### src/design/joystick_cursor_with_patch_rects_defines.svh
// assertion macros for the joystick cursor block
// needs aclk and aresetn in the scope of the module that asserts
`ifndef JOYSTICK_CURSOR_WITH_PATCH_RECTS_DEFINES_SVH
`define JOYSTICK_CURSOR_WITH_PATCH_RECTS_DEFINES_SVH

// same-cycle implication
`define JCUR_ASSERT_NOW(label, ante, cons, msg) \
    label: assert property (@(posedge aclk) disable iff (!aresetn) (ante) |-> (cons)) \
        else $error(msg);

// next-cycle implication
`define JCUR_ASSERT_NEXT(label, ante, cons, msg) \
    label: assert property (@(posedge aclk) disable iff (!aresetn) (ante) |=> (cons)) \
        else $error(msg);

`endif

### src/design/jcur_pkg.sv
// shared constants, types and microcode rom for the joystick cursor block
// no dependencies
package jcur_pkg;

    localparam int CURSOR_SIDE   = 9;
    localparam int MAP_WIDTH     = 420;
    localparam int SCREEN_HEIGHT = 320;
    localparam int IMAGE_SIDE    = 2048;

    localparam int SAMPLE_W = 10;
    localparam int SPEED_W  = 6;
    localparam int CENTER_W = 10;
    localparam int DEAD_W   = 9;
    localparam int POS_W    = 9;
    localparam int IMG_W    = 12;
    localparam int SIZE_W   = 7;

    localparam int STICK_MAX = (1 << SAMPLE_W) - 1;
    localparam int HALF_SIDE = CURSOR_SIDE >> 1;
    localparam int ODD_PAD   = CURSOR_SIDE & 1;
    localparam int X_LO      = HALF_SIDE;
    localparam int X_HI      = MAP_WIDTH - HALF_SIDE - ODD_PAD;
    localparam int Y_LO      = HALF_SIDE;
    localparam int Y_HI      = SCREEN_HEIGHT - HALF_SIDE - ODD_PAD;
    localparam int MAP_OFS_X = (IMAGE_SIDE - MAP_WIDTH) >> 1;
    localparam int MAP_OFS_Y = (IMAGE_SIDE - SCREEN_HEIGHT) >> 1;

    localparam int TH_W      = SAMPLE_W + 1;
    localparam int PROD_W    = SAMPLE_W + SPEED_W;
    localparam int DIV_STEPS = SPEED_W;
    localparam int DCNT_W    = $clog2(DIV_STEPS + 1);
    localparam int STEP_W    = SPEED_W + 2;
    localparam int CRD_W     = POS_W + 2;
    localparam int DLT_W     = POS_W + 1;

    localparam int PADDR_W = 4;
    localparam int PDATA_W = 32;

    typedef enum logic [1:0] {
        REG_MIN_SPEED,
        REG_MAX_SPEED,
        REG_STICK_CENTER,
        REG_DEAD_ZONE
    } reg_idx_t;

    typedef struct packed {
        logic [SPEED_W-1:0]  min_speed;
        logic [SPEED_W-1:0]  max_speed;
        logic [CENTER_W-1:0] stick_center;
        logic [DEAD_W-1:0]   dead_zone;
    } cfg_t;

    typedef enum logic {AXIS_X, AXIS_Y} axis_t;

    typedef enum logic [1:0] {DIR_NONE, DIR_POS, DIR_NEG} dir_t;

    typedef enum logic [1:0] {EMIT_NONE, EMIT_H, EMIT_V, EMIT_STILL} emit_t;

    typedef enum logic [2:0] {
        COND_NEVER,
        COND_ALWAYS,
        COND_NO_INPUT,
        COND_DIV_RUN,
        COND_STILL,
        COND_DX_ZERO,
        COND_DY_ZERO
    } cond_t;

    typedef logic [3:0] upc_t;

    // microcode step addresses
    localparam upc_t UPC_IDLE       = 4'd0;
    localparam upc_t UPC_SETUP_X    = 4'd1;
    localparam upc_t UPC_DIV_X      = 4'd2;
    localparam upc_t UPC_SETUP_Y    = 4'd3;
    localparam upc_t UPC_DIV_Y      = 4'd4;
    localparam upc_t UPC_FINISH_Y   = 4'd5;
    localparam upc_t UPC_MOVE       = 4'd6;
    localparam upc_t UPC_CHECK      = 4'd7;
    localparam upc_t UPC_SKIP_H     = 4'd8;
    localparam upc_t UPC_EMIT_H     = 4'd9;
    localparam upc_t UPC_EMIT_V     = 4'd10;
    localparam upc_t UPC_EMIT_STILL = 4'd11;

    typedef struct packed {
        logic  accept;
        logic  setup;
        logic  finish;
        logic  move;
        emit_t emit;
        axis_t axis;
        cond_t cond;
        upc_t  target;
    } ctrl_t;

    typedef struct packed {
        logic in_valid;
        logic div_run;
        logic dx_zero;
        logic dy_zero;
    } stat_t;

    typedef struct packed {
        logic [POS_W-1:0]  cursor_x;
        logic [POS_W-1:0]  cursor_y;
        logic              moved;
        logic [IMG_W-1:0]  image_col;
        logic [IMG_W-1:0]  image_row;
        logic [POS_W-1:0]  screen_col;
        logic [POS_W-1:0]  screen_row;
        logic [SIZE_W-1:0] patch_width;
        logic [SIZE_W-1:0] patch_height;
        logic              last;
    } res_t;

    // control store: one word per step, jump taken when cond holds
    function automatic ctrl_t ucode(input upc_t addr);
        ctrl_t w;
        w = '0;
        unique case (addr)
            UPC_IDLE: begin
                w.accept = 1'b1;
                w.cond   = COND_NO_INPUT;
                w.target = UPC_IDLE;
            end
            UPC_SETUP_X: begin
                w.setup = 1'b1;
                w.axis  = AXIS_X;
            end
            UPC_DIV_X: begin
                w.cond   = COND_DIV_RUN;
                w.target = UPC_DIV_X;
            end
            UPC_SETUP_Y: begin
                w.finish = 1'b1;
                w.setup  = 1'b1;
                w.axis   = AXIS_Y;
            end
            UPC_DIV_Y: begin
                w.cond   = COND_DIV_RUN;
                w.target = UPC_DIV_Y;
            end
            UPC_FINISH_Y: begin
                w.finish = 1'b1;
            end
            UPC_MOVE: begin
                w.move = 1'b1;
            end
            UPC_CHECK: begin
                w.cond   = COND_STILL;
                w.target = UPC_EMIT_STILL;
            end
            UPC_SKIP_H: begin
                w.cond   = COND_DX_ZERO;
                w.target = UPC_EMIT_V;
            end
            UPC_EMIT_H: begin
                w.emit   = EMIT_H;
                w.cond   = COND_DY_ZERO;
                w.target = UPC_IDLE;
            end
            UPC_EMIT_V: begin
                w.emit   = EMIT_V;
                w.cond   = COND_ALWAYS;
                w.target = UPC_IDLE;
            end
            UPC_EMIT_STILL: begin
                w.emit   = EMIT_STILL;
                w.cond   = COND_ALWAYS;
                w.target = UPC_IDLE;
            end
            default: begin
                w.cond   = COND_ALWAYS;
                w.target = UPC_IDLE;
            end
        endcase
        return w;
    endfunction

endpackage

### src/design/jcur_div.sv
// shared restoring divider, one quotient bit per cycle
// depends on jcur_pkg
module jcur_div (
    input  logic                           aclk,
    input  logic                           aresetn,
    input  logic                           start,
    input  logic [jcur_pkg::PROD_W-1:0]    num,
    input  logic [jcur_pkg::SAMPLE_W-1:0]  den,
    output logic [jcur_pkg::SPEED_W-1:0]   quot,
    output logic                           run
);
    import jcur_pkg::*;

    logic [PROD_W-1:0]  rem_reg, rem_next;
    logic [PROD_W-2:0]  dsh_reg, dsh_next;
    logic [SPEED_W-1:0] quot_reg, quot_next;
    logic [DCNT_W-1:0]  cnt_reg, cnt_next;
    logic               fits;

    assign fits = rem_reg >= {1'b0, dsh_reg};
    assign quot = quot_reg;
    // high until the final iteration is under way
    assign run  = cnt_reg > DCNT_W'(1);

    always_comb begin
        rem_next  = rem_reg;
        dsh_next  = dsh_reg;
        quot_next = quot_reg;
        cnt_next  = cnt_reg;
        if (start) begin
            rem_next  = num;
            dsh_next  = {den, {(SPEED_W-1){1'b0}}};
            quot_next = '0;
            cnt_next  = DCNT_W'(DIV_STEPS);
        end else if (cnt_reg != '0) begin
            if (fits) begin
                rem_next = rem_reg - {1'b0, dsh_reg};
            end
            quot_next = {quot_reg[SPEED_W-2:0], fits};
            dsh_next  = dsh_reg >> 1;
            cnt_next  = cnt_reg - DCNT_W'(1);
        end
    end

    always_ff @(posedge aclk) begin
        if (!aresetn) begin
            cnt_reg <= '0;
        end else begin
            cnt_reg <= cnt_next;
        end
        rem_reg  <= rem_next;
        dsh_reg  <= dsh_next;
        quot_reg <= quot_next;
    end

endmodule

### src/design/jcur_seq.sv
// microcode sequencer: step counter, control store and conditional jumps
// depends on jcur_pkg
module jcur_seq (
    input  logic            aclk,
    input  logic            aresetn,
    input  jcur_pkg::stat_t stat,
    input  logic            out_free,
    output jcur_pkg::ctrl_t ctrl
);
    import jcur_pkg::*;

    upc_t upc_reg, upc_next;
    logic cond_hit;
    logic stall;

    assign ctrl  = ucode(upc_reg);
    // an emit step waits for the output register
    assign stall = (ctrl.emit != EMIT_NONE) && !out_free;

    always_comb begin
        unique case (ctrl.cond)
            COND_NEVER:    cond_hit = 1'b0;
            COND_ALWAYS:   cond_hit = 1'b1;
            COND_NO_INPUT: cond_hit = !stat.in_valid;
            COND_DIV_RUN:  cond_hit = stat.div_run;
            COND_STILL:    cond_hit = stat.dx_zero && stat.dy_zero;
            COND_DX_ZERO:  cond_hit = stat.dx_zero;
            COND_DY_ZERO:  cond_hit = stat.dy_zero;
            default:       cond_hit = 1'b0;
        endcase
    end

    always_comb begin
        if (stall) begin
            upc_next = upc_reg;
        end else if (cond_hit) begin
            upc_next = ctrl.target;
        end else begin
            upc_next = upc_reg + 4'd1;
        end
    end

    always_ff @(posedge aclk) begin
        if (!aresetn) begin
            upc_reg <= UPC_IDLE;
        end else begin
            upc_reg <= upc_next;
        end
    end

endmodule

### src/design/jcur_dp.sv
// datapath: axis speed mapping, cursor clamp, patch rectangles, output register
// depends on jcur_pkg and jcur_div
module jcur_dp (
    input  logic                           aclk,
    input  logic                           aresetn,
    input  jcur_pkg::ctrl_t                ctrl,
    input  jcur_pkg::cfg_t                 cfg,
    input  logic                           s_valid,
    input  logic [jcur_pkg::SAMPLE_W-1:0]  s_x_sample,
    input  logic [jcur_pkg::SAMPLE_W-1:0]  s_y_sample,
    input  logic                           m_ready,
    output jcur_pkg::stat_t                stat,
    output logic                           out_free,
    output logic                           m_valid,
    output jcur_pkg::res_t                 res
);
    import jcur_pkg::*;

    logic [SAMPLE_W-1:0]      xs_reg, ys_reg;
    logic [POS_W-1:0]         cur_col_reg, cur_col_next, cur_row_reg, cur_row_next;
    logic [POS_W-1:0]         old_col_reg, old_row_reg;
    axis_t                    axis_reg;
    dir_t                     dir_reg, dir_new;
    logic                     negq_reg, negq_new;
    logic [SPEED_W-1:0]       base_reg, base_new;
    logic signed [STEP_W-1:0] step_x_reg, step_y_reg, step_new;
    logic signed [DLT_W-1:0]  dx_reg, dy_reg, dx_new, dy_new;
    logic                     m_valid_reg, m_valid_next;
    res_t                     res_reg, res_next, res_new;

    // setup
    logic [SAMPLE_W-1:0] smp;
    logic [TH_W-1:0]     hi_th, lo_diff;
    logic [SAMPLE_W-1:0] lo_th, defl, den;
    logic [SPEED_W-1:0]  spd_mag;
    logic                fast_lt_slow;
    logic [PROD_W-1:0]   prod;
    logic [SPEED_W-1:0]  quot;
    logic                div_run;

    // finish
    logic signed [STEP_W-1:0] qv, qs, val;

    // move
    logic signed [CRD_W-1:0] nx_raw, ny_raw;
    logic [POS_W-1:0]        nx, ny;

    // emit
    logic [IMG_W-1:0]       ic_pos, ic_neg, ir_pos, ir_neg;
    logic [POS_W-1:0]       sc_pos, sc_neg, sr_pos, sr_neg;
    logic signed [DLT_W-1:0] dx_neg, dy_neg;
    logic                   emit_fire;

    // ---- axis setup: thresholds, branch, product for the divider
    always_comb begin
        smp          = (ctrl.axis == AXIS_Y) ? ys_reg : xs_reg;
        hi_th        = {1'b0, cfg.stick_center} + {2'b00, cfg.dead_zone};
        lo_diff      = {1'b0, cfg.stick_center} - {2'b00, cfg.dead_zone};
        lo_th        = lo_diff[TH_W-1] ? '0 : lo_diff[SAMPLE_W-1:0];
        fast_lt_slow = cfg.max_speed < cfg.min_speed;
        spd_mag      = fast_lt_slow ? (cfg.min_speed - cfg.max_speed)
                                    : (cfg.max_speed - cfg.min_speed);
        dir_new      = DIR_NONE;
        defl         = smp;
        den          = lo_th;
        negq_new     = 1'b0;
        base_new     = cfg.max_speed;
        // positive side only while the upper threshold is below full scale
        if (({1'b0, smp} > hi_th) && (hi_th < TH_W'(STICK_MAX))) begin
            dir_new  = DIR_POS;
            defl     = smp - hi_th[SAMPLE_W-1:0];
            den      = SAMPLE_W'(STICK_MAX) - hi_th[SAMPLE_W-1:0];
            negq_new = fast_lt_slow;
            base_new = cfg.min_speed;
        end else if (smp < lo_th) begin
            dir_new  = DIR_NEG;
            negq_new = !fast_lt_slow && (spd_mag != '0);
        end
        prod = PROD_W'(defl) * PROD_W'(spd_mag);
    end

    jcur_div u_div (
        .aclk    (aclk),
        .aresetn (aresetn),
        .start   (ctrl.setup),
        .num     (prod),
        .den     (den),
        .quot    (quot),
        .run     (div_run)
    );

    // ---- finish: signed quotient plus base speed, sign by side
    always_comb begin
        qv  = {2'b00, quot};
        qs  = negq_reg ? -qv : qv;
        val = qs + {2'b00, base_reg};
        unique case (dir_reg)
            DIR_POS:  step_new = val;
            DIR_NEG:  step_new = -val;
            DIR_NONE: step_new = '0;
            default:  step_new = '0;
        endcase
    end

    // ---- move: x steps the other way, clamp to the inset map area
    always_comb begin
        nx_raw = $signed({2'b00, cur_col_reg})
               - {{(CRD_W-STEP_W){step_x_reg[STEP_W-1]}}, step_x_reg};
        ny_raw = $signed({2'b00, cur_row_reg})
               + {{(CRD_W-STEP_W){step_y_reg[STEP_W-1]}}, step_y_reg};
        if (nx_raw < $signed(CRD_W'(X_LO))) begin
            nx = POS_W'(X_LO);
        end else if (nx_raw > $signed(CRD_W'(X_HI))) begin
            nx = POS_W'(X_HI);
        end else begin
            nx = nx_raw[POS_W-1:0];
        end
        if (ny_raw < $signed(CRD_W'(Y_LO))) begin
            ny = POS_W'(Y_LO);
        end else if (ny_raw > $signed(CRD_W'(Y_HI))) begin
            ny = POS_W'(Y_HI);
        end else begin
            ny = ny_raw[POS_W-1:0];
        end
        dx_new = $signed({1'b0, nx}) - $signed({1'b0, cur_col_reg});
        dy_new = $signed({1'b0, ny}) - $signed({1'b0, cur_row_reg});
        cur_col_next = ctrl.move ? nx : cur_col_reg;
        cur_row_next = ctrl.move ? ny : cur_row_reg;
    end

    // ---- emit: patch origins, new position for leading edges
    always_comb begin
        ic_pos = IMG_W'(MAP_OFS_X) + {3'b000, cur_col_reg} + IMG_W'(HALF_SIDE);
        ic_neg = IMG_W'(MAP_OFS_X) + {3'b000, old_col_reg} - IMG_W'(HALF_SIDE);
        ir_pos = IMG_W'(MAP_OFS_Y) + {3'b000, cur_row_reg} + IMG_W'(HALF_SIDE);
        ir_neg = IMG_W'(MAP_OFS_Y) + {3'b000, old_row_reg} - IMG_W'(HALF_SIDE);
        sc_pos = cur_col_reg + POS_W'(HALF_SIDE);
        sc_neg = old_col_reg - POS_W'(HALF_SIDE);
        sr_pos = cur_row_reg + POS_W'(HALF_SIDE);
        sr_neg = old_row_reg - POS_W'(HALF_SIDE);
        dx_neg = -dx_reg;
        dy_neg = -dy_reg;

        res_new              = res_reg;
        res_new.cursor_x     = cur_col_reg;
        res_new.cursor_y     = cur_row_reg;
        res_new.moved        = 1'b1;
        res_new.image_col    = ic_neg;
        res_new.image_row    = ir_neg;
        res_new.screen_col   = sc_neg;
        res_new.screen_row   = sr_neg;
        res_new.patch_width  = SIZE_W'(CURSOR_SIDE);
        res_new.patch_height = SIZE_W'(CURSOR_SIDE);
        res_new.last         = 1'b1;
        unique case (ctrl.emit)
            EMIT_H: begin
                res_new.last = (dy_reg == '0);
                if (dx_reg[DLT_W-1]) begin
                    res_new.image_col   = ic_pos;
                    res_new.screen_col  = sc_pos;
                    res_new.patch_width = dx_neg[SIZE_W-1:0] + SIZE_W'(ODD_PAD);
                end else begin
                    res_new.patch_width = dx_reg[SIZE_W-1:0];
                end
            end
            EMIT_V: begin
                if (dy_reg[DLT_W-1]) begin
                    res_new.image_row    = ir_pos;
                    res_new.screen_row   = sr_pos;
                    res_new.patch_height = dy_neg[SIZE_W-1:0] + SIZE_W'(ODD_PAD);
                end else begin
                    res_new.patch_height = dy_reg[SIZE_W-1:0];
                end
            end
            EMIT_STILL: begin
                res_new.moved        = 1'b0;
                res_new.image_col    = '0;
                res_new.image_row    = '0;
                res_new.screen_col   = '0;
                res_new.screen_row   = '0;
                res_new.patch_width  = '0;
                res_new.patch_height = '0;
            end
            EMIT_NONE: begin
                res_new.last = 1'b1;
            end
        endcase
    end

    assign out_free  = !m_valid_reg || m_ready;
    assign emit_fire = (ctrl.emit != EMIT_NONE) && out_free;

    always_comb begin
        res_next = emit_fire ? res_new : res_reg;
        if (emit_fire) begin
            m_valid_next = 1'b1;
        end else if (m_ready) begin
            m_valid_next = 1'b0;
        end else begin
            m_valid_next = m_valid_reg;
        end
    end

    always_ff @(posedge aclk) begin
        if (!aresetn) begin
            m_valid_reg <= 1'b0;
            cur_col_reg <= POS_W'(MAP_WIDTH >> 1);
            cur_row_reg <= POS_W'(SCREEN_HEIGHT >> 1);
            axis_reg    <= AXIS_X;
            dir_reg     <= DIR_NONE;
        end else begin
            m_valid_reg <= m_valid_next;
            cur_col_reg <= cur_col_next;
            cur_row_reg <= cur_row_next;
            if (ctrl.setup) begin
                axis_reg <= ctrl.axis;
                dir_reg  <= dir_new;
            end
        end
        res_reg <= res_next;
        if (ctrl.accept && s_valid) begin
            xs_reg <= s_x_sample;
            ys_reg <= s_y_sample;
        end
        if (ctrl.setup) begin
            negq_reg <= negq_new;
            base_reg <= base_new;
        end
        // finish reads the axis set up before this cycle
        if (ctrl.finish) begin
            if (axis_reg == AXIS_Y) begin
                step_y_reg <= step_new;
            end else begin
                step_x_reg <= step_new;
            end
        end
        if (ctrl.move) begin
            old_col_reg <= cur_col_reg;
            old_row_reg <= cur_row_reg;
            dx_reg      <= dx_new;
            dy_reg      <= dy_new;
        end
    end

    assign stat.in_valid = s_valid;
    assign stat.div_run  = div_run;
    assign stat.dx_zero  = (dx_reg == '0);
    assign stat.dy_zero  = (dy_reg == '0);
    assign m_valid       = m_valid_reg;
    assign res           = res_reg;

endmodule

### src/design/joystick_cursor_with_patch_rects.sv
// Joystick cursor with map-patch rectangles. Each transfer of one x/y sample pair moves the
// kept cursor and yields one or two result transfers (one with moved clear when the cursor
// stays put, otherwise one patch per moving axis, horizontal first, last set on the final
// one). Each item is run by the small microcode sequencer, which takes the two axes one
// after the other through a single restoring divider at one quotient bit per cycle, then
// moves the cursor and loads the results, each emit step waiting while the output register
// is still full. Results sit in an output register, so the next item is taken once the
// last result is loaded.
// Configuration goes through the APB port at byte addresses 0, 4, 8, 12.
`include "joystick_cursor_with_patch_rects_defines.svh"

module joystick_cursor_with_patch_rects (
    input  logic                           aclk,
    input  logic                           aresetn,
    // apb configuration
    input  logic                           psel,
    input  logic                           penable,
    input  logic                           pwrite,
    input  logic [jcur_pkg::PADDR_W-1:0]   paddr,
    input  logic [jcur_pkg::PDATA_W-1:0]   pwdata,
    output logic [jcur_pkg::PDATA_W-1:0]   prdata,
    output logic                           pready,
    // sample input
    input  logic                           s_valid,
    output logic                           s_ready,
    input  logic [jcur_pkg::SAMPLE_W-1:0]  s_x_sample,
    input  logic [jcur_pkg::SAMPLE_W-1:0]  s_y_sample,
    // result output
    output logic                           m_valid,
    input  logic                           m_ready,
    output logic [jcur_pkg::POS_W-1:0]     m_cursor_x,
    output logic [jcur_pkg::POS_W-1:0]     m_cursor_y,
    output logic                           m_moved,
    output logic [jcur_pkg::IMG_W-1:0]     m_image_col,
    output logic [jcur_pkg::IMG_W-1:0]     m_image_row,
    output logic [jcur_pkg::POS_W-1:0]     m_screen_col,
    output logic [jcur_pkg::POS_W-1:0]     m_screen_row,
    output logic [jcur_pkg::SIZE_W-1:0]    m_patch_width,
    output logic [jcur_pkg::SIZE_W-1:0]    m_patch_height,
    output logic                           m_last
);
    import jcur_pkg::*;

    cfg_t     cfg_reg, cfg_next;
    reg_idx_t reg_idx;
    logic     cfg_wr;
    ctrl_t    ctrl;
    stat_t    stat;
    logic     out_free;
    res_t     res;

    assign pready  = 1'b1;
    assign reg_idx = reg_idx_t'(paddr[PADDR_W-1:2]);
    assign cfg_wr  = psel && penable && pwrite && pready;

    always_comb begin
        cfg_next = cfg_reg;
        if (cfg_wr) begin
            unique case (reg_idx)
                REG_MIN_SPEED:    cfg_next.min_speed    = pwdata[SPEED_W-1:0];
                REG_MAX_SPEED:    cfg_next.max_speed    = pwdata[SPEED_W-1:0];
                REG_STICK_CENTER: cfg_next.stick_center = pwdata[CENTER_W-1:0];
                REG_DEAD_ZONE:    cfg_next.dead_zone    = pwdata[DEAD_W-1:0];
            endcase
        end
    end

    always_comb begin
        unique case (reg_idx)
            REG_MIN_SPEED:    prdata = PDATA_W'(cfg_reg.min_speed);
            REG_MAX_SPEED:    prdata = PDATA_W'(cfg_reg.max_speed);
            REG_STICK_CENTER: prdata = PDATA_W'(cfg_reg.stick_center);
            REG_DEAD_ZONE:    prdata = PDATA_W'(cfg_reg.dead_zone);
        endcase
    end

    always_ff @(posedge aclk) begin
        if (!aresetn) begin
            cfg_reg.min_speed    <= SPEED_W'(0);
            cfg_reg.max_speed    <= SPEED_W'(9);
            cfg_reg.stick_center <= CENTER_W'(512);
            cfg_reg.dead_zone    <= DEAD_W'(64);
        end else begin
            cfg_reg <= cfg_next;
        end
    end

    jcur_seq u_seq (
        .aclk     (aclk),
        .aresetn  (aresetn),
        .stat     (stat),
        .out_free (out_free),
        .ctrl     (ctrl)
    );

    jcur_dp u_dp (
        .aclk       (aclk),
        .aresetn    (aresetn),
        .ctrl       (ctrl),
        .cfg        (cfg_reg),
        .s_valid    (s_valid),
        .s_x_sample (s_x_sample),
        .s_y_sample (s_y_sample),
        .m_ready    (m_ready),
        .stat       (stat),
        .out_free   (out_free),
        .m_valid    (m_valid),
        .res        (res)
    );

    assign s_ready        = ctrl.accept;
    assign m_cursor_x     = res.cursor_x;
    assign m_cursor_y     = res.cursor_y;
    assign m_moved        = res.moved;
    assign m_image_col    = res.image_col;
    assign m_image_row    = res.image_row;
    assign m_screen_col   = res.screen_col;
    assign m_screen_row   = res.screen_row;
    assign m_patch_width  = res.patch_width;
    assign m_patch_height = res.patch_height;
    assign m_last         = res.last;

    // cursor never leaves the inset map area
    `JCUR_ASSERT_NOW(a_cursor_in_map, m_valid, (m_cursor_x >= POS_W'(X_LO)) && (m_cursor_x <= POS_W'(X_HI)) && (m_cursor_y >= POS_W'(Y_LO)) && (m_cursor_y <= POS_W'(Y_HI)), "cursor outside map area")
    // a patch for a real move is never empty
    `JCUR_ASSERT_NOW(a_patch_nonempty, m_valid && m_moved, (m_patch_width != '0) && (m_patch_height != '0), "empty patch on move")
    // a still result closes its item
    `JCUR_ASSERT_NOW(a_still_is_last, m_valid && !m_moved, m_last, "still result without last")
    // one item at a time through the sequencer
    `JCUR_ASSERT_NEXT(a_one_item, s_valid && s_ready, !s_ready, "input reopened right after a transfer")

endmodule

### config.mk
export PLATFORM = sky130hd
export DESIGN_NAME = joystick_cursor_with_patch_rects
export DESIGN_NICKNAME = d
export VERILOG_FILES = /design/src/design/jcur_pkg.sv /design/src/design/jcur_div.sv /design/src/design/jcur_seq.sv /design/src/design/jcur_dp.sv /design/src/design/joystick_cursor_with_patch_rects.sv
export VERILOG_INCLUDE_DIRS = /design/src /design/src/design
export SDC_FILE = /design/constraint.sdc
export NUM_CORES = 1
export LEC_CHECK = 0
export BUFFER_PORTS_ARGS = -buffer_cell sky130_fd_sc_hd__buf_2
export CAP_MARGIN = 15
export CORE_MARGIN = 1.5
export CORE_UTILIZATION = 42
export DETAILED_ROUTE_END_ITERATION = 16
export MAX_ROUTING_LAYER = met4
export PLACE_DENSITY = 0.59
export SYNTH_ARGS = -nofsm -noshare
export SYNTH_HDL_FRONTEND = slang
export SYNTH_SLANG_ARGS = --single-unit
### constraint.sdc
create_clock -name aclk -period 20 [get_ports aclk]
set_input_delay 4 -clock aclk [delete_from_list [all_inputs] [get_ports aclk]]
set_output_delay 4 -clock aclk [all_outputs]
set_load 0.03 [all_outputs]
==> impl_metrics.py <==
metrics = {
    "global_routing": {
        "grt_start_max_net_pins": 71,
        "grt_antenna_before_repair": 0,
        "grt_pass1_vias": 13800,
        "grt_overflow": 0,
        "grt_pass1_wl_mm": 68.7,
        "grt_util_all_layers_pct": 19.3,
    },
    "power_and_ir_drop": {
        "peakVddDrop_mv": 0.149,
        "combPwrFrac_pct": 52.5,
        "p_leak_nw": 8.56,
        "p_int_mw": 1.55,
        "power_density_nw_per_um2": 129,
        "p_seq_share_pct": 26.1,
        "swShare_pct": 41.4,
        "p_sw_mw": 1.10,
        "power.total_mw": 2.65,
        "power_frac_clock_pct": 21.5,
    },
    "placed_design": {
        "dp_hpwl_mm": 31.7,
        "io_buffers": 126,
        "globalplace.congestion": 0.857,
        "dp_cells": 2606,
    },
    "setup_path": {
        "cp-start-kind": "flop",
        "crit_type": "reg -> reg",
        "cp.required_ps": 20310,
        "worstPathArrival_ps": 9510,
        "end_kind": "flop",
        "cp_max_fo": 40,
    },
    "clock_tree": {
        "clk_latency_ps": 600,
        "cts_sinks": 248,
        "clock_path_buffers": 3,
        "hold_buffers": 0,
        "h-tree-depth": 1,
        "clkTransAtPathRegs_ps": 60,
        "clock-root-buffer": "clkbuf_16",
        "cts_tree": "yes",
        "cts_buffers": 30,
        "post_cts_buffers": 0,
        "post_cts_resized": 0,
    },
    "timing": {
        "slew_headroom_pct": 20.9,
        "slew_viol_final": 0,
        "rsz0062_at_grt": "false",
        "hold_violations": 0,
        "whs_ps": 478,
        "finClkSkew_ps": 28.9,
        "final-setup-viol-count": 0,
        "max_freq_mhz": 109,
        "period_share_pct": 46.0,
        "fin_crit_ps": 9200,
        "tightest_slew_ps": 1180,
        "setup_tns_ps": 0,
    },
    "finish": {
        "instances_no_fill": 2663,
        "layout_commonest_cell": "nor2_1",
        "nets": 2320,
        "nFillCells": 4142,
        "drive_gt1_share_pct": 11.7,
        "layout_common_cells": "nor2_1, edfxtp_1, inv_1",
        "largest_reg_flops": 70,
        "area_delta_synth_final_pct": 11.7,
        "diodes": 0,
    },
    "logic_synthesis": {
        "ys_top_cells_by_area": "edfxtp_1, ha_1, dfxtp_1",
        "synth-simple-area-share_pct": 15.6,
        "syn_inst": 1952,
        "yosys_register_bits": 248,
        "synthArstFlopShare_pct": 0,
        "synthFlopType": "edfxtp_1",
        "yosys.area_share.xor_xnor_pct": 6.14,
        "synth_mux_area_share_pct": 5.06,
        "syn_area_um2": 18400,
        "synthAdderAreaFrac_pct": 15.7,
        "yosysTopAreaCell": "edfxtp_1",
        "synthDistinctLibCells": 83,
        "ys.warnings.count": 0,
        "synth_top_area_share_pct": 28.9,
        "synth_compound_area_share_pct": 14.7,
        "postSynthAreaPerCell_um2": 9.43,
        "synth-edff-count": 177,
        "synth_top_family_by_area": "adder cells",
        "synth-seq-area-share_pct": 36.6,
    },
    "die": {
        "rows": 76,
        "io_pins": 174,
        "dieHeight_um": 212,
        "initial_core_util_pct": 42.6,
        "dieArea_um2": 45100,
        "die_w_um": 212,
        "core_um2": 43200,
    },
    "route": {
        "ant_nets": 0,
        "vias": 14200,
        "drtIter0Drc": 772,
        "wl_per_cell_um": 15.6,
        "drc": 0,
        "routed_wl_mm": 41.6,
        "avgViaCountPerCell": 5.32,
        "dr.pass1.iters": 5,
    },
    "hold_path": {
        "min_path_type": "reg -> reg",
    },
    "job": {
        "maxCapViolCount": 0,
    },
    "outcome": {
        "status": "finished clean",
    },
}
[cell usage after synthesis (33+ instances only)]
cell and count:
a21oi_1 82, ha_1 159, clkbuf_1 48, nor2_1 223
nor3_1 46, nand3_1 50, nor2b_1 33, xor2_1 45
o21ai_0 106, xnor2_1 84, nand2_1 114, edfxtp_1 177
fa_1 44, inv_1 175, dfxtp_1 71, mux2i_1 66
[worst paths after layout]
| path | from | end | slack [ps] | cells after the start |
|---|---|---|---|---|
| max | u_seq.upc_reg[0]$_SDFFE_PN0N_ | u_dp.u_div.rem_reg[15]$_DFFE_PP_ | 10800 | 27 |
| min | u_dp.dir_reg[0]$_SDFFE_PN0N_ | u_dp.dir_reg[0]$_SDFFE_PN0N_ | 480 | 2 |
| max reg2reg | u_seq.upc_reg[0]$_SDFFE_PN0N_ | u_dp.u_div.rem_reg[15]$_DFFE_PP_ | 10800 | 27 |
| min reg2reg | u_dp.dir_reg[0]$_SDFFE_PN0N_ | u_dp.dir_reg[0]$_SDFFE_PN0N_ | 480 | 2 |
[worst max-delay path, stage by stage (launching register included)]
cell and delay [ps]:
dfxtp_1 430, ha_1 400, and2_1 660, mux2i_1 500, inv_1 130, ha_1 350
nor2b_1 180, o2111ai_1 160, and3_1 230, o31ai_1 380, o221a_2 320, o31a_1 140
buf_4 420, mux2_2 480, or2_2 320, fa_1 510, fa_1 510, fa_1 540
inv_1 40, ha_1 340, a211oi_1 300, o21bai_1 150, nand3_1 120, a21oi_1 70
a2111oi_0 610, a21oi_1 170, xnor2_1 300, mux2i_1 130
[cell families after synthesis]
| family | count (synthesis) |
|---|---|
| AOI/OAI and AO/OA | 412 |
| and+or+nand+nor | 603 |
| other | 2 |
| xor gates and xnor gates | 129 |
| buffers and inverters | 270 |
| muxes | 84 |
| DFF | 248 |
| adders and majority gates | 204 |
[routing by layer]
| metal | vias up | global-route usage (%) | share of wire [%] |
|---|---|---|---|
| met3 | 72 | 2.26 | 4.0 |
| met4 | 0 | 5.28 | 2.5 |
| met2 | 310 | 33.9 | 50 |
| met5 | - | - | 0 |
| met1 | 6696 | 23.4 | 44 |
| li1 | 7077 | - | - |
[area by class of cell]
cell class / instances / area [um^2] / area share [%]
clock buffers: 44 / 931 / 4.53
clock inverters: 12 / 139 / 0.676
inverters: 179 / 672 / 3.27
multi-input cells: 1457 / 10600 / 51.7
flip-flops and latches: 248 / 6740 / 32.8
well taps: 585 / 732 / 3.56
repair buffers: 138 / 721 / 3.51
[power groups by stage]
stage	combinational, mW	sequential [mW]	clock (mW)
floorplan	1.08	0.690	0
global placement	1.36	0.699	0
detailed placement	1.38	0.701	0
CTS	1.39	0.691	0.582
global route	1.58	0.697	0.601
finish	1.39	0.691	0.569
[through the flow]
step / worst slack, ps / util [%] / cell area (um^2)
6_report: 10800 / 47.6 / 20600
5_1_grt: 10140 / 47.6 / 20600
4_1_cts: 10850 / 47.6 / 20600
3_5_place_dp: 10870 / 45.1 / 19500
3_3_place_gp: 10870 / 45.1 / 19500
2_1_floorplan: 10870 / - / 18500
Power figures use the tool's default switching activity.
